==> src/design/ttg_pkg.sv <==
`timescale 1ns / 1ps
// ----------------------------------------------------------------------------
// ttg_pkg
// Shared types, constants and helpers for the triangle tangent generator.
// ----------------------------------------------------------------------------
package ttg_pkg;

  // Depth of the queue between the front and the back.
  localparam int QUEUE_DEPTH = 2;

  // Number of quotient bits the divider develops one at a time.
  localparam int DIV_QBITS = 34;

  // One vertex as it arrives.
  typedef struct packed {
    logic signed [31:0] x;
    logic signed [31:0] y;
    logic signed [31:0] z;
    logic signed [31:0] u;
    logic signed [31:0] v;
  } vtx_t;

  // One triangle, reduced to its edges and texture coordinate deltas.
  typedef struct packed {
    logic signed [31:0] du1;
    logic signed [31:0] dv1;
    logic signed [31:0] du2;
    logic signed [31:0] dv2;
    logic signed [31:0] e1_x;
    logic signed [31:0] e2_x;
    logic signed [31:0] e1_y;
    logic signed [31:0] e2_y;
    logic signed [31:0] e1_z;
    logic signed [31:0] e2_z;
  } job_t;

  typedef enum logic [1:0] {
    DIV_IDLE,
    DIV_CHECK,
    DIV_ITER,
    DIV_DONE
  } div_state_e;

  typedef enum logic [2:0] {
    BK_IDLE,
    BK_MUL,
    BK_DIV_START,
    BK_DIV_WAIT,
    BK_OUT
  } back_state_e;

  // Returns b - a, saturated to the signed 32-bit range.
  function automatic logic signed [31:0] sat_sub(input logic signed [31:0] a,
                                                 input logic signed [31:0] b);
    logic signed [32:0] d;
    d = 33'(b) - 33'(a);
    if (d[32] != d[31]) begin
      sat_sub = d[32] ? 32'sh8000_0000 : 32'sh7fff_ffff;
    end else begin
      sat_sub = d[31:0];
    end
  endfunction

endpackage

==> src/design/ttg_queue.sv <==
`timescale 1ns / 1ps
// ----------------------------------------------------------------------------
// ttg_queue
// Short queue of triangle jobs between the front and the back.
// ----------------------------------------------------------------------------
module ttg_queue (
  input  logic          clk_i,
  input  logic          rst_ni,
  input  logic          push_i,
  input  ttg_pkg::job_t data_i,
  output logic          full_o,
  input  logic          pop_i,
  output logic          valid_o,
  output ttg_pkg::job_t data_o
);

  localparam int PW = $clog2(ttg_pkg::QUEUE_DEPTH);
  localparam int CW = $clog2(ttg_pkg::QUEUE_DEPTH + 1);

  ttg_pkg::job_t mem_q [ttg_pkg::QUEUE_DEPTH];
  logic [PW-1:0] wr_q, rd_q;
  logic [CW-1:0] cnt_q;

  assign full_o  = (cnt_q == CW'(ttg_pkg::QUEUE_DEPTH));
  assign valid_o = (cnt_q != '0);
  assign data_o  = mem_q[rd_q];

  // Storage is written only when a word is pushed.
  always_ff @(posedge clk_i) begin
    if (push_i) begin
      mem_q[wr_q] <= data_i;
    end
  end

  // Pointers and fill count.
  always_ff @(posedge clk_i or negedge rst_ni) begin
    if (!rst_ni) begin
      wr_q  <= '0;
      rd_q  <= '0;
      cnt_q <= '0;
    end else begin
      if (push_i) begin
        wr_q <= (wr_q == PW'(ttg_pkg::QUEUE_DEPTH - 1)) ? '0 : wr_q + 1'b1;
      end
      if (pop_i) begin
        rd_q <= (rd_q == PW'(ttg_pkg::QUEUE_DEPTH - 1)) ? '0 : rd_q + 1'b1;
      end
      if (push_i && !pop_i) begin
        cnt_q <= cnt_q + 1'b1;
      end else if (pop_i && !push_i) begin
        cnt_q <= cnt_q - 1'b1;
      end
    end
  end

endmodule

==> config.mk <==
export PLATFORM = sky130hd
export DESIGN_NAME = ttg_queue
export DESIGN_NICKNAME = d
export VERILOG_FILES = /design/src/design/ttg_pkg.sv /design/src/design/ttg_queue.sv
export SDC_FILE = /design/constraint.sdc
export NUM_CORES = 1
export LEC_CHECK = 0
export ABC_AREA = 1
export BUFFER_PORTS_ARGS = -buffer_cell sky130_fd_sc_hd__buf_2
export CELL_PAD_IN_SITES_DETAIL_PLACEMENT = 0
export CELL_PAD_IN_SITES_GLOBAL_PLACEMENT = 2
export CORE_MARGIN = 4
export CORE_UTILIZATION = 23
export CTS_CLUSTER_SIZE = 16
export DETAILED_ROUTE_END_ITERATION = 8
export PLACE_DENSITY_LB_ADDON = 0.1
export SYNTH_ARGS = -nofsm -noshare
export SYNTH_HDL_FRONTEND = slang
export SYNTH_SLANG_ARGS = --single-unit
==> constraint.sdc <==
create_clock -name clk_i -period 41.1 [get_ports clk_i]
set_clock_uncertainty 0.15 [all_clocks]
set_input_delay 8.22 -clock clk_i [delete_from_list [all_inputs] [get_ports clk_i]]
set_output_delay 8.22 -clock clk_i [all_outputs]
set_load 0.05 [all_outputs]
Word level (Yosys, flattened, before mapping)
Memory sizes are Yosys's and may differ from the RTL's.
Cells that the tools add are included.
- flip-flop bits (word level): 4
- bits in writable memories: 640
- input port bits: 324
- output and inout port bits: 322
- word-level logic and storage cells: 21
- memories: 1
- memory list (name ; words ; width ; read ports ; clocked after memory_dff ; write ports ; RTL line ; RTL):
    mem_q ; 2 ; 320 ; 1 ; 0 ; 1 ; ttg_queue.sv:20 ; ttg_pkg::job_t mem_q [ttg_pkg::QUEUE_DEPTH];
- $add $sub $neg: 4
- eq/ne operators: 1
- multiplexer cells: 6
- reduce and logical (&&, ||, !) cells: 6
- operators with widths (kind ; count):
    2-to-1 mux 1 bit ; 4
    2-to-1 mux 2 bit ; 2
    nonzero test 2 bit ; 2
    adder 1 bit (second input constant) ; 2
    adder 2 x 1 -> 2 bit (second input constant) ; 1
    equality test 2 bit (second input constant) ; 1
    logical AND 1 bit ; 2
    logical NOT 1 bit ; 2
    subtractor 2 x 1 -> 2 bit (second input constant) ; 1

Longest topological paths before layout
- depth after elaboration: 4
- depth in mapped cells: 7
- depth with buffers taken out: 7

Worst setup path after synthesis
Ideal clock, no wire load.
- kind: input to register
- from: input port push_i
- to: memory mem_q[0][0] (netlist bit), enable pin
- setup time: 1.017 ns
- arrival time: 21.623 ns
- data required time: 39.933 ns
- path slack: 18.309 ns
- stages: 2
- path buffers: 0
- path through: inv_1 > nor2_1
- longest elaborated chain between the ends: 2
- ends and longest elaborated chain (item ; RTL line ; RTL):
    from (decl) ; ttg_queue.sv:9 ; input logic push_i,
    2-to-1 mux 1 bit ; ttg_queue.sv:30 ; if (push_i) begin
    2-to-1 mux 1 bit (implied by the code) ; ttg_queue.sv:31 ; mem_q[wr_q] <= data_i;
    to (decl) ; ttg_queue.sv:20 ;
Every way passes these cells.

==> flow_summary_export.csv <==
group,metric,value,unit
synthesis,synth_nets,1346,
placement,dp_cells,3047,
route,detail_route.wl_per_cell,21.8,um
grt,grt_overflow,0,
clock_tree,clk_pin_slew,0.05,ns
route,antenna_left,0,
clock_tree,hold_buffers,0,
timing,drv_slew,0,
status,outcome,"finished, final reports clean",
placement,gp_congestion,0.713,
synthesis,ys_seq_elements,644,
final_layout,layout_commonest_cell,"buf_2",
worst_setup_path,regToRegSetupSlack,36.99,ns
die,die_x,336,um
final_layout,fin_nets,2051,
timing,fin_hold_ws,0.326,ns
placement,dp_hpwl,49800,um
timing,finalCriticalPeriod,13.91,ns
synthesis,yosysWarnings,0,
pwr,p_leak,12.4,nW
route,drcViolationCount,0,
grt,grt_pass1_vias,13303,
route,drt-total-wl,69900,um
route,route.vias.total,12226,
timing,timing.final.crit_share,0.338,
synthesis,netlist.area_leader.share,0.777,
die,core_area,107000,um^2
die,chipHeight,336,um
final_layout,area_delta_synth_final,27.9,%
route,avgViaCountPerCell,3.82,
grt,grt_pass1_wl,95200,um
clock_tree,clkLatencyLatePin,0.62,ns
placement,numPortBuffers,645,
synthesis,synth_cell_types,16,
worst_setup_path,worstPathRequired,32.73,ns
synthesis,avgSynthCellArea,24.2,um^2
timing,setup_viol,0,
synthesis,syn_inst,1021,
final_layout,drive_gt1_frac,0.610,
pwr,cellPowerDensity,83.9,nW/um^2
synthesis,ys_seq_area_frac,0.781,
die,start_util,0.231,
final_layout,fin_cells,3201,
timing,setup_tns,0,ns
die,io_pins,646,
clock_tree,cts_tree,"yes",
clock_tree,cts_resized,0,
pwr,finalPower,2.65,mW
synthesis,synth_top_cell_by_area,"edfxtp_1",
worst_setup_path,worst_setup_path_end_kind,"output pin",
clock_tree,cts_setup_buffers,0,
worst_hold_path,hold_path.class,"flop to flop",
timing,fmax,0.0719,GHz
clock_tree,cts_buffers,80,
run,drv_cap,0,
route,drt_iter0_drc,422,
grt,grt_max_degree,142,
worst_setup_path,cp_max_fo,47,
grt,grt_usage,0.119,
route,dr.pass1.iters,4,
timing,rsz0062_at_grt,"false",
clock_tree,cts.sink_count,644,
pwr,peakVddDrop,0.0389,mV
die,rows,120,
worst_setup_path,crit_type,"flop to output pin",
synthesis,synth_area,24700,um^2
die,dieArea,113000,um^2
clock_tree,root_buffer,"clkbuf_16",
timing,slew_headroom,0.250,
clock_tree,cts_max_level,3,
worst_setup_path,critPathArrivalTime,5.54,ns
grt,antenna_found_initial,56,
timing,tightest_slew,1.12,ns
final_layout,final_cell_mix,"buf_2, edfxtp_1, mux2_4, clkbuf_16, mux2_2",
worst_setup_path,start_kind,"flop",
synthesis,synth_area_leaders,"edfxtp_1, mux2_4, buf_12",
clock_tree,cts_max_path_buffers,3,
timing,hold_violations,0,
[final timing paths]
path,cells after the start,to,startpoint
worst min-delay path,2,cnt_q[1]$_DFFE_PN0P_,cnt_q[1]$_DFFE_PN0P_
max in group asynchronous,1,rd_q$_DFFE_PN0P_,rst_ni
worst max register to register,5,mem_q[1][30]$_DFFE_PP_,wr_q$_DFFE_PN0P_
worst min register to register,2,cnt_q[1]$_DFFE_PN0P_,cnt_q[1]$_DFFE_PN0P_
worst max-delay path,6,data_o[28],rd_q$_DFFE_PN0P_
min in group asynchronous,1,cnt_q[0]$_DFFE_PN0P_,rst_ni
[registers in the layout, indices dropped and copies added, names as in the netlist]
signal and cells:
cnt_q 2, mem_q 640, rd_q 1, wr_q 1
[cell usage after synthesis]
master / n
buf_12: 22
buf_2: 3
buf_6: 1
buf_8: 10
dfrtp_1: 4
edfxtp_1: 640
ha_1: 1
inv_1: 7
mux2_2: 30
mux2_4: 290
nand2_1: 6
nand3_1: 1
nand4_1: 1
nor2_1: 2
xnor2_1: 1
xor2_1: 2
[worst max-delay path: stages (launching register included)]
cell and delay, ns:
dfrtp_4 0.88, buf_4 0.82, buf_4 0.77, buf_4 0.84, buf_4 0.77, mux2_4 0.35
buf_2 0.21
[power by group]
group / switching [mW] / internal (mW)
Combinational: 0.771 / 0.330
Sequential: 0.0435 / 0.874
Clock: 0.262 / 0.373
Total: 1.08 / 1.58
[metal layers]
| metal | share of wire | wire, um | vias up | GRT usage |
|---|---|---|---|---|
| li1 | - | - | 5519 | - |
| met1 | 0.33 | 22900 | 6038 | 0.113 |
| met2 | 0.53 | 37200 | 447 | 0.218 |
| met3 | 0.10 | 7240 | 178 | 0.0618 |
| met4 | 0.033 | 2320 | 44 | 0.0451 |
| met5 | 0.0040 | 283 | - | 0 |
[cells by family (layout without fill, tap and decap cells)]
logic type,Yosys count,after routing,synth area share
xor gates and xnor gates,3,3,0.00106
buffers and inverters,43,798,0.0260
and+or+nand+nor,10,10,0.00167
DFF,644,644,0.781
other,0,22,0
adders and majority gates,1,1,0.000506
muxes,320,320,0.190
[per-stage QoR]
stage | setup WS (ns) | instance area (um^2) | utilization
after floorplan | 18.31 | 24700 | -
after global routing | 26.78 | 31600 | 0.295
after CTS | 26.94 | 31600 | 0.295
final | 27.19 | 31600 | 0.296
after detailed placement | 27.65 | 29200 | 0.273
after global placement | 27.67 | 29200 | 0.273
[final cells by class]
type	count	area (um^2)
Clock inverter	28	176
Sequential cell	644	19300
Clock buffer	104	2160
Antenna cell	22	55.1
Multi-Input combinational cell	334	4780
Timing Repair Buffer	659	3350
Tap cell	1403	1760
Inverter	7	33.8
Fill cell	10734	75300
(Power assumes the default switching activity.)
