<file path="config.mk">
export PLATFORM = sky130hd
export DESIGN_NAME = ttg_front
export DESIGN_NICKNAME = d
export VERILOG_FILES = /design/src/design/ttg_pkg.sv /design/src/design/ttg_front.sv
export SDC_FILE = /design/constraint.sdc
export NUM_CORES = 1
export LEC_CHECK = 0
export ABC_AREA = 1
export BUFFER_PORTS_ARGS = -buffer_cell sky130_fd_sc_hd__buf_2
export CORE_MARGIN = 2
export CORE_UTILIZATION = 25
export DETAILED_ROUTE_END_ITERATION = 8
export GPL_TIMING_DRIVEN = 0
export REMOVE_ABC_BUFFERS = 1
export SYNTH_ARGS = -nofsm -noshare
export SYNTH_HDL_FRONTEND = slang
export SYNTH_SLANG_ARGS = --single-unit
export TNS_END_PERCENT = 5
</file>
<file path="constraint.sdc">
create_clock -name clk_i -period 16 [get_ports clk_i]
set_input_delay 3.2 -clock clk_i [delete_from_list [all_inputs] [get_ports clk_i]]
set_output_delay 3.2 -clock clk_i [all_outputs]
set_load 0.01 [all_outputs]
</file>
<file path="src/design/ttg_pkg.sv">
`timescale 1ns / 1ps
// ----------------------------------------------------------------------------
// ttg_pkg
// Shared types, constants and helpers for the triangle tangent generator.
// ----------------------------------------------------------------------------
package ttg_pkg;

  // Depth of the queue between the front and the back.
  localparam int QUEUE_DEPTH = 2;

  // Number of quotient bits the divider develops one at a time.
  localparam int DIV_QBITS = 34;

  // One vertex as it arrives.
  typedef struct packed {
    logic signed [31:0] x;
    logic signed [31:0] y;
    logic signed [31:0] z;
    logic signed [31:0] u;
    logic signed [31:0] v;
  } vtx_t;

  // One triangle, reduced to its edges and texture coordinate deltas.
  typedef struct packed {
    logic signed [31:0] du1;
    logic signed [31:0] dv1;
    logic signed [31:0] du2;
    logic signed [31:0] dv2;
    logic signed [31:0] e1_x;
    logic signed [31:0] e2_x;
    logic signed [31:0] e1_y;
    logic signed [31:0] e2_y;
    logic signed [31:0] e1_z;
    logic signed [31:0] e2_z;
  } job_t;

  typedef enum logic [1:0] {
    DIV_IDLE,
    DIV_CHECK,
    DIV_ITER,
    DIV_DONE
  } div_state_e;

  typedef enum logic [2:0] {
    BK_IDLE,
    BK_MUL,
    BK_DIV_START,
    BK_DIV_WAIT,
    BK_OUT
  } back_state_e;

  // Returns b - a, saturated to the signed 32-bit range.
  function automatic logic signed [31:0] sat_sub(input logic signed [31:0] a,
                                                 input logic signed [31:0] b);
    logic signed [32:0] d;
    d = 33'(b) - 33'(a);
    if (d[32] != d[31]) begin
      sat_sub = d[32] ? 32'sh8000_0000 : 32'sh7fff_ffff;
    end else begin
      sat_sub = d[31:0];
    end
  endfunction

endpackage

</file>
<file path="src/design/ttg_front.sv">
`timescale 1ns / 1ps
// ----------------------------------------------------------------------------
// ttg_front
// Takes vertices, holds the first two corners and forms the edge job.
// ----------------------------------------------------------------------------
module ttg_front (
  input  logic               clk_i,
  input  logic               rst_ni,
  input  logic               in_valid_i,
  output logic               in_stall_o,
  input  ttg_pkg::vtx_t      vtx_i,
  input  logic               final_vertex_i,
  output logic               push_o,
  output ttg_pkg::job_t      job_o,
  input  logic               full_i
);

  ttg_pkg::vtx_t hold_q [2];
  logic [1:0]    phase_q, phase_d;
  logic          accept;
  logic          third;

  assign in_stall_o = full_i;
  assign accept     = in_valid_i && !full_i;
  assign third      = (phase_q == 2'd2);
  assign push_o     = accept && third;

  // Edges and texture deltas relative to corner 0, all saturated.
  always_comb begin
    job_o.du1  = ttg_pkg::sat_sub(hold_q[0].u, hold_q[1].u);
    job_o.dv1  = ttg_pkg::sat_sub(hold_q[0].v, hold_q[1].v);
    job_o.du2  = ttg_pkg::sat_sub(hold_q[0].u, vtx_i.u);
    job_o.dv2  = ttg_pkg::sat_sub(hold_q[0].v, vtx_i.v);
    job_o.e1_x = ttg_pkg::sat_sub(hold_q[0].x, hold_q[1].x);
    job_o.e2_x = ttg_pkg::sat_sub(hold_q[0].x, vtx_i.x);
    job_o.e1_y = ttg_pkg::sat_sub(hold_q[0].y, hold_q[1].y);
    job_o.e2_y = ttg_pkg::sat_sub(hold_q[0].y, vtx_i.y);
    job_o.e1_z = ttg_pkg::sat_sub(hold_q[0].z, hold_q[1].z);
    job_o.e2_z = ttg_pkg::sat_sub(hold_q[0].z, vtx_i.z);
  end

  // Corner counter; a final vertex always starts a fresh triangle.
  always_comb begin
    phase_d = phase_q;
    if (accept) begin
      case (phase_q)
        2'd0:    phase_d = 2'd1;
        2'd1:    phase_d = 2'd2;
        default: phase_d = 2'd0;
      endcase
      if (final_vertex_i) begin
        phase_d = 2'd0;
      end
    end
  end

  always_ff @(posedge clk_i or negedge rst_ni) begin
    if (!rst_ni) begin
      phase_q <= 2'd0;
    end else begin
      phase_q <= phase_d;
    end
  end

  // Corners 0 and 1 are held for the third vertex.
  always_ff @(posedge clk_i) begin
    if (accept && !third) begin
      hold_q[phase_q[0]] <= vtx_i;
    end
  end

endmodule

</file>
-- Yosys cells after proc, flatten, opt, wreduce, memory -nomap -nowiden
Memories as Yosys holds them, arrays and structs flattened.
Cells that the tools add are included.
- eq/ne operators: 12
- reduce and logical (&&, ||, !) cells: 6
- add/subtract/negate cells: 10
- muxes and demuxes: 24
- operator list (operator ; count):
    2-to-1 mux 32 bit ; 20
    subtractor 32 x 32 -> 33 bit ; 10
    inequality test 1 bit ; 10
    one-hot mux 2 bit (2 select lines) ; 1
    logical AND 1 bit ; 3
    == test 2 x 1 -> 1 bit, second input constant ; 1
    == test 2 bit, second input constant ; 1
    logical NOT 1 bit ; 2
    logical NOT 2 bit ; 1
    2-to-1 mux 1 bit ; 2
    2-to-1 mux 2 bit ; 1
- output and inout bits: 322
- logic and storage cells: 54
- input port bits: 165
- memories kept: 1
- register bits: 2
- RAM bits: 320
- memories (memory ; depth ; bits a word ; rd ports ; clocked after Yosys merged registers in ; wr ports ; line ; source):
    hold_q ; 2 ; 160 ; 2 ; 0 ; 1 ; ttg_front.sv:18 ; ttg_pkg::vtx_t hold_q [2];

-- Depth between registers and ports, before layout
- word-level depth: 5
- depth in mapped cells: 18
- gate-level depth less buffers: 17

-- Worst setup path after synthesis
No wires, ideal clock.
- path type: input to register
- from: input port in_valid_i
- to: memory hold_q[0][0] (netlist name), enable pin
- library setup time: 0.877 ns
- data required time: 15.123 ns
- setup slack: 0.903 ns
- stages on the path: 4
- arrival: 14.220 ns
- buffers on the path: 0
- cells stage by stage: inv_1 > nor2_1 > inv_1 > nor3_1
- longest elaborated chain between the ends: 4
- ends and longest elaborated chain (what ; line ; source):
    from (decl) ; ttg_front.sv:9 ; input logic in_valid_i,
    logical AND 1 bit ; ttg_front.sv:24 ; assign accept = in_valid_i && !full_i;
    logical AND 1 bit ; ttg_front.sv:67 ; if (accept && !third) begin
    2-to-1 mux 1 bit ; ttg_front.sv:67 ;
    2-to-1 mux 1 bit (implied by the code) ; ttg_front.sv:68 ; hold_q[phase_q[0]] <= vtx_i;
    to (decl) ; ttg_front.sv:18 ;
No other way between the ends.

==> results.md <==
* Pre-antenna DRT Iters at 6
* RSZ-0062 raised after global routing: false
* Final WL at 130,000 um
* GRT overflow at 0
* Drt initial violations at 2,047
* CP Max Fanout at 31
* Period utilization at 57.6%
* Clk sinks at 322
* CORE AREA at 0.141 mm^2
* Max-slew violation count at 0
* Port Buffer Count at 486
* VDD IR-drop max at 0.0666 mV
* Mean Syn Cell Area at 6.56 um^2
* Commonest non-fill, non-tap cell in the layout: nand2_1
* Clock Latency Late Sink at 0.58 ns
* Crit-path slowest cell: fa_1
* Netlist cell types at 36
* DR vias at 34,800
* RePlAce Congestion at 0.947
* Detailed Place HPWL at 114,000 um
* Ratio of cells with drive above 1 in the final layout at 13.6%
* CP arrival at 6.02 ns
* # Post-CTS Setup Buffers at 0
* Relative slew slack at 52.3%
* I/O Pins at 487
* CTS tree: built
* Register area share after synthesis at 27.2%
* Synth-to-Final Area Change at 16.4%
* Sequential Power Share at 23.6%
* Net Sw Frac at 46.7%
* Pwr/cell area at 107 mW/mm^2
* Internal power at 2.36 mW
* Top FF cell, synth: edfxtp_1
* Ys Warns at 0
* Nets at 6,397
* Total negative setup slack at 0 ns
* Worst EP required at 12.80 ns
* Largest area contributor in the netlist: edfxtp_1
* Buf+Inv Stages, Crit Path at 4
* Die height at 381 um
* Total GRT Usage at 17.3%
* Post-Route Skew at 0.0154 ns
* Worst-Margin Slew at 0.708 ns
* Clock Power Share at 20.6%
* Most frequent cells in the layout: nand2_1, inv_1, buf_2
* Worst-case clock buffer depth at 3
* Post-Syn Instances at 5,405
* Leak at 22.3 nW
* Fin crit period at 9.22 ns
* CP max stage delay at 0.45 ns
* Delay-heaviest family, CP: simple AND/OR/NAND/NOR gates
* Clk pin slew, worst setup/hold paths at 0.06 ns
* Mapped cell area at 0.0355 mm^2
* Row cnt at 138
* Clk root buf: clkbuf_16
* Crit-path most repeated cell: nand2_1
* Hold buffers post-CTS at 0
* First-pass GRT wire length at 194,000 um
* Final hold viol count at 0
* Setup CP Type: primary input to output port
* Top area cells in the synthesized netlist: edfxtp_1, nand2_1, ha_1
* Vias in the first global route at 33,300
* P_sw at 2.07 mW
* Multi-input gate area at 0.0222 mm^2
* FILL cells at 15,800
* Yosys top cell area share at 27.1%
* Asr flop ratio synth at 0.621%
* Setup violators final at 0
* EDFF count, synth at 320
* Die W at 381 um
* Seq cells post-synth at 322
* Num CTS Buffers at 39
* Max Fclk at 108 MHz
* Combinational share of power at 55.8%
* Largest net degree at the start of global routing at 34
* CP Capture Type: output port
* Resized cells post-CTS at 0
* Drc violations at 0
* Worst setup SP type: primary input
* Initial antenna violation count at 26
* DRT antenna net count at 0
* Hold Path Class: flop to flop
* Initial Util at 25.1%
* H-Tree Depth at 2
* Register area at 0.00966 mm^2
* Vias/cell at 4.45
* MaxCap Viol Count at 0
* Power, Total at 4.42 mW
* CP Cell Sequence: buf_2 -> inv_1 -> ha_1 -> inv_1 -> fa_1 -> nand2_1 -> nand3_1 -> nand3_1 -> nand2_1 -> nand2_1 -> nand2_2 -> nand2_2 -> nand2_1 -> nand2_1 -> nand2_1 -> nand2_2 -> nand2_1 -> buf_2
* Total die area at 0.145 mm^2
* WL/cell at 16.6 um
* Outcome: finished, final reports clean
path summary, 6_finish.rpt:
kind | endpoint | slack (ns) | cells past startpoint | startpoint
min | phase_q[0] | 0.60 | 3 | phase_q[1]
max reg2reg | hold_q[0][155] | 13.12 | 10 | phase_q[1]
min in group asynchronous | phase_q[0] | 2.41 | 1 | rst_ni
max | job_o[225] | 6.78 | 18 | vtx_i[32]
min reg2reg | phase_q[0] | 0.60 | 3 | phase_q[1]
max in group asynchronous | phase_q[1] | 13.49 | 1 | rst_ni
power groups by stage:
stage | sequential [mW] | combinational (mW) | clock, mW
6_report | 1.04 | 2.47 | 0.913
5_1_grt | 1.05 | 2.74 | 0.972
4_1_cts | 1.04 | 2.50 | 0.944
3_5_place_dp | 1.06 | 2.49 | 0
3_3_place_gp | 1.11 | 2.46 | 0
2_1_floorplan | 1.09 | 1.50 | 0
sequential cells by signal, indices dropped and copies added, names as in the netlist:
signal   cells
phase_q      2
hold_q     320
tightest hold or removal path, cell delays in order (launching register included):
cell	delay, ns
dfrtp_1	0.38
nor2_1	0.05
nand2_1	0.07
a21oi_1	0.06
cell families after synthesis:
| logic type | after synthesis | synth area share [%] |
|---|---|---|
| AND/OR/NAND/NOR | 3117 | 36.5 |
| XOR/XNOR | 186 | 4.59 |
| buffers and inverters | 860 | 10.2 |
| flip-flops | 322 | 27.2 |
| adder cells (fa/ha/maj) | 330 | 11.9 |
| AO/OA/AOI/OAI | 590 | 9.66 |
area by class of cell:
cell class                      count  area share (%)
Clock inverter                     25           0.642
Clock buffer                       43            2.50
Antenna cell                       10          0.0606
Inverter                          809            7.35
Multi-Input combinational cell   4223            53.8
Timing Repair Buffer              507            6.53
Sequential cell                   322            23.4
Tap cell                         1890            5.73
stage by stage:
| step | worst slack [ns] | instance area (um^2) | hold WS (ns) | std cells | utilization (%) |
|---|---|---|---|---|---|
| 2_1_floorplan | 0.903 | 34900 | 0.541 | 5354 | - |
| 3_3_place_gp | -5.52 | 39700 | 0.563 | 7730 | 28.1 |
| 3_5_place_dp | 6.81 | 40000 | 0.598 | 7751 | 28.3 |
| 4_1_cts | 6.80 | 41300 | 0.608 | 7819 | 29.2 |
| 5_1_grt | 6.57 | 41300 | 0.644 | 7825 | 29.2 |
| 6_report | 6.78 | 41300 | 0.601 | 7829 | 29.2 |
synth_stat cells, types with 4 or more instances:
master / number
o21ai_0: 94
nor2_2: 14
and2_1: 4
nand2_4: 19
a21oi_1: 336
nand3_1: 161
edfxtp_1: 320
a21o_1: 6
nor2_1: 486
nor4_1: 9
nor3_1: 27
or2_1: 6
xor2_1: 140
o211ai_1: 4
nand2_2: 96
nor2_8: 7
nand3_2: 14
nand3b_1: 74
inv_1: 798
fa_1: 10
nor2_4: 4
inv_2: 11
xnor2_1: 46
buf_6: 48
a21oi_2: 7
ha_1: 320
o21ai_2: 63
nand2_1: 2193
o21bai_1: 74
o21ai_1: 5
layer usage:
layer | part of all wire [%] | vias to the layer above | global-route usage (%)
li1 | - | 18100 | -
met1 | 46 | 15700 | 22.7
met2 | 45 | 824 | 28.9
met3 | 5.6 | 180 | 3.06
met4 | 3.0 | 10 | 5.15
met5 | 0.036 | - | 0
Note: power is estimated with default switching activity, not from simulation.
