File: config.mk
export PLATFORM = sky130hd
export DESIGN_NAME = ttg_back
export DESIGN_NICKNAME = d
export VERILOG_FILES = /design/src/design/ttg_pkg.sv /design/src/design/ttg_div.sv /design/src/design/ttg_back.sv
export SDC_FILE = /design/constraint.sdc
export NUM_CORES = 2
export LEC_CHECK = 0
export BUFFER_PORTS_ARGS = -buffer_cell sky130_fd_sc_hd__buf_2
export CAP_MARGIN = 25
export CORE_ASPECT_RATIO = 0.8
export CORE_MARGIN = 5
export CORE_UTILIZATION = 40
export CTS_CLUSTER_SIZE = 12
export DETAILED_ROUTE_END_ITERATION = 10
export HOLD_SLACK_MARGIN = 0.12
export PLACE_DENSITY = 0.67
export SYNTH_ARGS = -nofsm -noshare
export SYNTH_HDL_FRONTEND = slang
export SYNTH_SLANG_ARGS = --single-unit
File: constraint.sdc
create_clock -name clk_i -period 26.2 [get_ports clk_i]
set_input_delay 3.93 -clock clk_i [delete_from_list [all_inputs] [get_ports clk_i]]
set_output_delay 3.93 -clock clk_i [all_outputs]
set_load 0.03 [all_outputs]
File: src/design/ttg_pkg.sv
`timescale 1ns / 1ps
// ----------------------------------------------------------------------------
// ttg_pkg
// Shared types, constants and helpers for the triangle tangent generator.
// ----------------------------------------------------------------------------
package ttg_pkg;

  // Depth of the queue between the front and the back.
  localparam int QUEUE_DEPTH = 2;

  // Number of quotient bits the divider develops one at a time.
  localparam int DIV_QBITS = 34;

  // One vertex as it arrives.
  typedef struct packed {
    logic signed [31:0] x;
    logic signed [31:0] y;
    logic signed [31:0] z;
    logic signed [31:0] u;
    logic signed [31:0] v;
  } vtx_t;

  // One triangle, reduced to its edges and texture coordinate deltas.
  typedef struct packed {
    logic signed [31:0] du1;
    logic signed [31:0] dv1;
    logic signed [31:0] du2;
    logic signed [31:0] dv2;
    logic signed [31:0] e1_x;
    logic signed [31:0] e2_x;
    logic signed [31:0] e1_y;
    logic signed [31:0] e2_y;
    logic signed [31:0] e1_z;
    logic signed [31:0] e2_z;
  } job_t;

  typedef enum logic [1:0] {
    DIV_IDLE,
    DIV_CHECK,
    DIV_ITER,
    DIV_DONE
  } div_state_e;

  typedef enum logic [2:0] {
    BK_IDLE,
    BK_MUL,
    BK_DIV_START,
    BK_DIV_WAIT,
    BK_OUT
  } back_state_e;

  // Returns b - a, saturated to the signed 32-bit range.
  function automatic logic signed [31:0] sat_sub(input logic signed [31:0] a,
                                                 input logic signed [31:0] b);
    logic signed [32:0] d;
    d = 33'(b) - 33'(a);
    if (d[32] != d[31]) begin
      sat_sub = d[32] ? 32'sh8000_0000 : 32'sh7fff_ffff;
    end else begin
      sat_sub = d[31:0];
    end
  endfunction

endpackage

File: src/design/ttg_div.sv
`timescale 1ns / 1ps
// ----------------------------------------------------------------------------
// ttg_div
// Bit-serial signed divider giving num * 2^FRAC_BITS / den, saturated.
// ----------------------------------------------------------------------------
module ttg_div #(
  parameter int FRAC_BITS = 16
) (
  input  logic               clk_i,
  input  logic               rst_ni,
  input  logic               start_i,
  input  logic signed [64:0] num_i,
  input  logic signed [64:0] den_i,
  output logic               done_o,
  output logic [31:0]        quo_o
);

  localparam int QB = ttg_pkg::DIV_QBITS;
  localparam int DW = 65 + FRAC_BITS;
  localparam int TW = DW - QB;
  localparam int CW = $clog2(QB);

  ttg_pkg::div_state_e state_q, state_d;
  logic [64:0]   mn_q, md_q, rem_q;
  logic          neg_q, big_q;
  logic [QB-1:0] q_q;
  logic [CW-1:0] cnt_q;
  logic [DW-1:0] dvd;
  logic [TW-1:0] top;
  logic [QB-1:0] low;
  logic [65:0]   r2;
  logic          ge;

  assign dvd = {mn_q, FRAC_BITS'(0)};
  assign top = dvd[DW-1:QB];
  assign low = dvd[QB-1:0];
  assign r2  = {rem_q, low[cnt_q]};
  assign ge  = (r2 >= {1'b0, md_q});

  // Next state.
  always_comb begin
    state_d = state_q;
    case (state_q)
      ttg_pkg::DIV_IDLE:  if (start_i) state_d = ttg_pkg::DIV_CHECK;
      ttg_pkg::DIV_CHECK: state_d = ttg_pkg::DIV_ITER;
      ttg_pkg::DIV_ITER:  if (cnt_q == '0) state_d = ttg_pkg::DIV_DONE;
      ttg_pkg::DIV_DONE:  state_d = ttg_pkg::DIV_IDLE;
      default:            state_d = ttg_pkg::DIV_IDLE;
    endcase
  end

  always_ff @(posedge clk_i or negedge rst_ni) begin
    if (!rst_ni) begin
      state_q <= ttg_pkg::DIV_IDLE;
    end else begin
      state_q <= state_d;
    end
  end

  // Datapath: magnitudes, overflow check on the upper dividend, then one
  // quotient bit per cycle.
  always_ff @(posedge clk_i) begin
    case (state_q)
      ttg_pkg::DIV_IDLE: begin
        mn_q  <= num_i[64] ? 65'(-num_i) : num_i;
        md_q  <= den_i[64] ? 65'(-den_i) : den_i;
        neg_q <= num_i[64] ^ den_i[64];
      end
      ttg_pkg::DIV_CHECK: begin
        big_q <= (65'(top) >= md_q);
        rem_q <= 65'(top);
        q_q   <= '0;
        cnt_q <= CW'(QB - 1);
      end
      ttg_pkg::DIV_ITER: begin
        rem_q <= ge ? 65'(r2 - {1'b0, md_q}) : r2[64:0];
        q_q   <= {q_q[QB-2:0], ge};
        cnt_q <= cnt_q - 1'b1;
      end
      default: ;
    endcase
  end

  // Outputs.
  always_comb begin
    done_o = (state_q == ttg_pkg::DIV_DONE);
    if (neg_q) begin
      if (big_q || (q_q > QB'(33'h0_8000_0000))) begin
        quo_o = 32'h8000_0000;
      end else begin
        quo_o = 32'(QB'(0) - q_q);
      end
    end else begin
      if (big_q || (q_q > QB'(32'h7fff_ffff))) begin
        quo_o = 32'h7fff_ffff;
      end else begin
        quo_o = q_q[31:0];
      end
    end
  end

endmodule

File: src/design/ttg_back.sv
`timescale 1ns / 1ps
// ----------------------------------------------------------------------------
// ttg_back
// Works out one tangent per job and delivers it once for each corner.
// ----------------------------------------------------------------------------
module ttg_back #(
  parameter int FRAC_BITS = 16
) (
  input  logic               clk_i,
  input  logic               rst_ni,
  input  logic               q_valid_i,
  input  ttg_pkg::job_t      q_data_i,
  output logic               q_pop_o,
  output logic               out_valid_o,
  input  logic               out_stall_i,
  output logic [1:0]         corner_o,
  output logic signed [31:0] tan_x_o,
  output logic signed [31:0] tan_y_o,
  output logic signed [31:0] tan_z_o,
  output logic               degenerate_o,
  output logic               last_of_triangle_o
);

  ttg_pkg::back_state_e state_q, state_d;
  ttg_pkg::job_t        job_q;
  logic                 div_start;
  logic                 div_done;
  logic [3:0]           cnt_q;
  logic [2:0]           slot;
  logic signed [31:0]   op_a, op_b;
  logic signed [63:0]   prod;
  logic signed [63:0]   p_q, first_q;
  logic signed [64:0]   res_q [4];
  logic [1:0]           comp_q, k_q;
  logic signed [31:0]   tan_q [3];
  logic                 degen_q;
  logic                 det_zero;
  logic                 out_load;
  logic [31:0]          quo;

  assign slot     = cnt_q[2:0] - 3'd1;
  assign det_zero = (res_q[0] == '0);
  assign out_load = (state_q == ttg_pkg::BK_OUT) && (!out_valid_o || !out_stall_i);
  assign q_pop_o  = (state_q == ttg_pkg::BK_IDLE) && q_valid_i;

  // Products in order: determinant pair, then x, y and z numerator pairs.
  always_comb begin
    case (cnt_q[2:0])
      3'd0:    op_a = job_q.du1;
      3'd1:    op_a = job_q.du2;
      3'd2:    op_a = job_q.e1_x;
      3'd3:    op_a = job_q.e2_x;
      3'd4:    op_a = job_q.e1_y;
      3'd5:    op_a = job_q.e2_y;
      3'd6:    op_a = job_q.e1_z;
      default: op_a = job_q.e2_z;
    endcase
    op_b = cnt_q[0] ? job_q.dv1 : job_q.dv2;
  end

  assign prod = op_a * op_b;

  // Next state.
  always_comb begin
    state_d = state_q;
    case (state_q)
      ttg_pkg::BK_IDLE: if (q_valid_i) state_d = ttg_pkg::BK_MUL;
      ttg_pkg::BK_MUL:  if (cnt_q == 4'd8) state_d = ttg_pkg::BK_DIV_START;
      ttg_pkg::BK_DIV_START: begin
        state_d = det_zero ? ttg_pkg::BK_OUT : ttg_pkg::BK_DIV_WAIT;
      end
      ttg_pkg::BK_DIV_WAIT: begin
        if (div_done) begin
          state_d = (comp_q == 2'd2) ? ttg_pkg::BK_OUT : ttg_pkg::BK_DIV_START;
        end
      end
      ttg_pkg::BK_OUT: if (out_load && k_q == 2'd2) state_d = ttg_pkg::BK_IDLE;
      default: state_d = ttg_pkg::BK_IDLE;
    endcase
  end

  // Divider control.
  always_comb begin
    div_start = (state_q == ttg_pkg::BK_DIV_START) && !det_zero;
  end

  always_ff @(posedge clk_i or negedge rst_ni) begin
    if (!rst_ni) begin
      state_q     <= ttg_pkg::BK_IDLE;
      out_valid_o <= 1'b0;
    end else begin
      state_q <= state_d;
      if (out_load) begin
        out_valid_o <= 1'b1;
      end else if (!out_stall_i) begin
        out_valid_o <= 1'b0;
      end
    end
  end

  // Multiply sequence, tangent collection and output word.
  always_ff @(posedge clk_i) begin
    case (state_q)
      ttg_pkg::BK_IDLE: begin
        job_q  <= q_data_i;
        cnt_q  <= 4'd0;
        comp_q <= 2'd0;
        k_q    <= 2'd0;
      end
      ttg_pkg::BK_MUL: begin
        cnt_q <= cnt_q + 1'b1;
        if (!cnt_q[3]) begin
          p_q <= prod;
        end
        if (cnt_q != 4'd0) begin
          if (!slot[0]) begin
            first_q <= p_q;
          end else begin
            res_q[slot[2:1]] <= 65'(first_q) - 65'(p_q);
          end
        end
      end
      ttg_pkg::BK_DIV_START: begin
        degen_q <= det_zero;
        if (det_zero) begin
          tan_q[0] <= '0;
          tan_q[1] <= '0;
          tan_q[2] <= '0;
        end
      end
      ttg_pkg::BK_DIV_WAIT: begin
        if (div_done) begin
          tan_q[comp_q] <= quo;
          comp_q        <= comp_q + 1'b1;
        end
      end
      ttg_pkg::BK_OUT: begin
        if (out_load) begin
          corner_o           <= k_q;
          tan_x_o            <= tan_q[0];
          tan_y_o            <= tan_q[1];
          tan_z_o            <= tan_q[2];
          degenerate_o       <= degen_q;
          last_of_triangle_o <= (k_q == 2'd2);
          k_q                <= k_q + 1'b1;
        end
      end
      default: ;
    endcase
  end

  ttg_div #(
    .FRAC_BITS(FRAC_BITS)
  ) u_div (
    .clk_i  (clk_i),
    .rst_ni (rst_ni),
    .start_i(div_start),
    .num_i  (res_q[comp_q + 2'd1]),
    .den_i  (res_q[0]),
    .done_o (div_done),
    .quo_o  (quo)
  );

endmodule

# After elaboration in Yosys (flattened, before gate mapping)
# Memories as Yosys holds them, arrays and structs flattened. A register that Yosys moved wholly into a read port is not among the register bits.
# Index checks and enable logic that the tools add are counted.
# Widths: inputs -> output; s select.
# totals
regBits,704
mem_bits_rw,356
inputBits,324
output_inout_bits,102
word_cells,147
n_memories,2
# memory_table
memory,depth,width,read_ports,rd_ports_with_merged_regs,write_ports,line,source
res_q,4,65,2,0,1,ttg_back.sv:33,logic signed [64:0] res_q [4];
tan_q,3,32,3,3,3,ttg_back.sv:35,logic signed [31:0] tan_q [3];
# classes
add_sub_neg,10
mul,1
magnitude_cmp,5
n_eq_ne,24
mux,43
bitwise,3
reduce_logical,28
# ops
operator,n
$pmux 32 s7,1
$mux 32,5
$neg 65->65,2
$pmux 65 s2,1
$mux 64,2
$pmux 34 s2,1
$ge 66x65->1,1
$ge 47x65->1,1
$logic_not 65->1,1
$mux 65,1
$sub 64x64->65,1
$sub 65x65->65,1
$mul 32x32->64,1
$gt 34x31->1 const B,1
$gt 34x32->1 const B,1
$reduce_or 32->1,1
$sub 1x32->32 const A,1
$mux 3,6
$pmux 3 s5,1
$mux 1,14
$eq 3x2->1 const B,4
$eq 3x3->1 const B,4
$pmux 6 s2,1
$mux 2,5
28 further kinds,56

# Longest topological paths before layout
# depth
ltp_word,6
ltp_mapped,41
depth_no_buf,33

# Modules after synthesis
# From an unflattened synthesis, not the netlist that was laid out.
# hier_totals
hier_cells,8110
area_unflattened_um2,90403.0
# modules_own_cells
module,n_inst,cells_per_inst,area_per_inst_um2,seq_area_each_um2
ttg_back,1,6249,72602.1,27516.4
ttg_div,1,1861,17800.8,7166.9

# Worst setup path before layout
# Ideal clock, no wire load.
# synth_path
path_type,register to output
start,reg state_q[0]
end,out q_pop_o
arrival_ns,24.242
t_required_ns,22.270
path_slack_ns,-1.972
path_stages_with_launch,4
path_buffers,1
cell_sequence,dfrtp_1 clkbuf_1 nor3_1 and2_1
# synth_between
elab_chain_cells,2
# synth_lines
item,line,source
start: declaration,ttg_back.sv:24,"ttg_pkg::back_state_e state_q, state_d;"
start signal: assignment,ttg_back.sv:89,state_q <= ttg_pkg::BK_IDLE;
start signal: assignment,ttg_back.sv:92,state_q <= state_d;
$logic_not 3->1,ttg_back.sv:44,assign q_pop_o = (state_q == ttg_pkg::BK_IDLE) && q_valid_i;
$logic_and 1x1->1,ttg_back.sv:44,
end: declaration,ttg_back.sv:13,"output logic q_pop_o,"
# No other way between the ends.

# Worst setup path after layout
# layout_path
start,reg cnt_q[0]
end,"reg p_q[62], data pin"
# layout_between
elab_chain_cells,3
word_cells_on_any_way,10
classes_between,mul: 1; eq/ne: 6; mux: 2; reduce/logical: 1
# layout_lines
item,line,source
start: declaration,ttg_back.sv:28,logic [3:0] cnt_q;
start signal: assignment,ttg_back.sv:111,cnt_q <= cnt_q + 1'b1;
"$eq 3x3->1, or another cell as far along",ttg_back.sv:48,case (cnt_q[2:0])
$pmux 32 s7,ttg_back.sv:48,
$mul 32x32->64 (*),ttg_back.sv:61,assign prod = op_a * op_b;
net prod[62],ttg_back.sv:31,logic signed [63:0] prod;
end signal: assignment,ttg_back.sv:113,p_q <= prod;
end: declaration,ttg_back.sv:32,"logic signed [63:0] p_q, first_q;"
# Mark *: on every way through the listed nets, which the timed path passes. The rest lies on a longest branch.
# A chain may end at the register's enable or synchronous reset.

==> metrics.txt <==
Post-CTS Setup Inserts=0; slowest stage delay, CP=0.99 ns; layout cells sized above 1=0.106; Core Region=222,000 sq um; routability cong.=0.926; Vias=61,991; post-CTS resize count=0; vias in the first global route=64,779; DP Area=95,100 sq um; met2 Use GR=0.333; crit path to=p_q[62]; final antenna-violating net count=0; GR Util met1=0.307; Initial DRC Count=6,116; floorplan row count=155; ranking of synthesized cells by area=edfxtp_1 (39%), fa_1 (24%), ha_1 (5.3%); syn nets=9,699; Max Cap Violations=0; RR Startpoint=cnt_q[0]; Synth area leader=edfxtp_1; Mean Syn Cell Area=11.3 sq um; Mapped Area=89,200 sq um; Hold WC Path Type=register to register; post-DR vias/cell=5.48; Worst-Margin Slew=1.08 ns; clock latency on the worst-skew pair=0.76 ns; RSZ-0062 raised after global routing=false; 1st-pass router iterations=11; DIE AREA=233,000 sq um; Die Y=432 microns; gr usage total=0.220; fin nets=10,028; largest net degree at the start of global routing=91; Crit path required time=26.64 ns; met3 Use GR=0.0578; Layout area overhead=10.5%; Final Hold Vio Count=0; Most Crowded Layer GR=met2; sequential area share after synthesis=0.389; R2R cell count=31; number of fill cells in the layout=20,455; CTS tree=done; grt ovf=0; initial antenna violation count=23; Clock Skews=0.0813 ns; H-tree Lvls=3; final instance area=98,600 sq um; PortBufs=425; Ys Warns=0; top-area cell type share of the netlist area=0.387; CTS Buf Count=115; Worst path most repeated cell=fa_1; Clock Tree Buf Depth=3; multi-input combinational cell area=48,900 sq um; Slew HR=0.271; outcome=complete, but fails checks; Slowest-stage cell, CP=fa_1; crit-path max FO=72; Remaining DRCs=2; Reg clk slew, reported paths=0.06 ns; fmax=84.8 MHz; commonest non-fill, non-tap cell in the layout=inv_1; FF-to-FF setup slack=14.41 ns; Root Buffer=clkbuf_16; drt wl/cell=22.6 microns; Setup TNS=0 ns; Ports=426; Yosys reg bits=1,156; CP Class=register to register; hpwl dp=197,000 microns; Post-synth ARST share=0.00519; Register Area=34,700 sq um; CTS Hold Bufs=0; Initial Util=0.401; minimum clock period=11.79 ns; failing checks=DRC; Post-synth EDFFs=1,150; Final Setup Violations=0; commonest non-fill, non-tap cells in the layout=inv_1 (1,236), edfxtp_1 (1,150), fa_1 (1,084), nor2_1 (774), nand2_1 (751); Most used DFF post-synth=edfxtp_1; global-route wire length before repair=393,000 microns; Final period util=0.450; R2R Path End=p_q[62]; Crit. End Element=register; cells after synthesis=7,910; WL final=255,000 microns; CP startpoint kind=register; final slew viol count=0; Critical Path AT=12.23 ns; worst setup path startpoint=cnt_q[0]; # clock sinks=1,156; Die Wd=538 microns; synth unique cells=86
## metrics by stage
step | hold WS (ns) | instances | worst slack (ns) | utilization
after floorplan | 0.400 | 7910 | 8.32 | -
after global placement | 0.402 | 11092 | 14.49 | 0.427
after detailed placement | 0.405 | 11102 | 14.68 | 0.428
after CTS | 0.411 | 11285 | 14.62 | 0.443
after global routing | 0.418 | 11296 | 13.89 | 0.443
final | 0.399 | 11302 | 14.41 | 0.443
## cell type report
cell class | count | area share
antenna | 14 | 0.000355
clock buffer | 149 | 0.0306
clock inverter | 34 | 0.00416
inverter | 1237 | 0.0471
multi-input combinational | 5168 | 0.495
sequential | 1156 | 0.352
tap | 2983 | 0.0378
timing repair buffer | 561 | 0.0329
## cells in the mapped netlist, drive strengths merged (51+ instances only)
master,count
nand4,61
nor3,77
mux2i,86
and2,58
nor2,778
o21a,53
nor2b,89
clkbuf,320
a21o,115
nand2,751
nand3,51
inv,1236
o21ai,222
xnor2,222
mux4,69
edfxtp,1150
a21oi,301
fa,1084
xor2,96
ha,381
## layer usage
metal | part of all wire | vias to the layer above | routed length [microns]
met3 | 0.11 | 627 | 27200
met4 | 0.040 | 20 | 10300
met1 | 0.42 | 31153 | 106000
met2 | 0.43 | 3067 | 111000
met5 | 0.0014 | - | 346
li1 | - | 27124 | -
## logic make-up after synthesis
group	count (synthesis)	synth area share
flip-flops	1156	0.389
buffers and inverters	1586	0.0669
AO/OA/AOI/OAI	1114	0.0826
AND/OR/NAND/NOR	2084	0.103
XOR/XNOR	318	0.0312
adder cells (fa/ha/maj)	1465	0.297
multiplexers	187	0.0311
## critical path, delay by kind of cell (launching register included)
family,cells,cell delay (ns)
flops,1,0.35
simple gates,5,1.56
buf+inv,7,1.59
compound gates,8,1.92
xor+xnor,1,0.15
fa+ha+maj,10,5.85
## how the worst min path moves through the flow
stage                       startpoint            to  slack, ns  depth (start not counted)
final                          p_q[42]   first_q[42]       0.40                          0
after global routing           p_q[42]   first_q[42]       0.42                          0
after CTS                      p_q[42]   first_q[42]       0.41                          0
after detailed placement   tan_q[0][0]    tan_x_o[0]       0.40                          0
after global placement    tan_q[1][28]   tan_y_o[28]       0.40                          0
after floorplan                degen_q  degenerate_o       0.40                          0
## state kept, by name, indices dropped and copies added (netlist names), 3 cells and up
register     flops
tan_y_o         32
u_div.md_q      65
u_div.mn_q      65
res_q          260
tan_x_o         32
u_div.rem_q     65
job_q          320
tan_z_o         32
cnt_q            4
u_div.q_q       34
first_q         64
tan_q           96
p_q             64
u_div.cnt_q      6
state_q          3
Power is not shown: default switching activity piles up to over one toggle a cycle in this logic, so the estimate is an artifact.
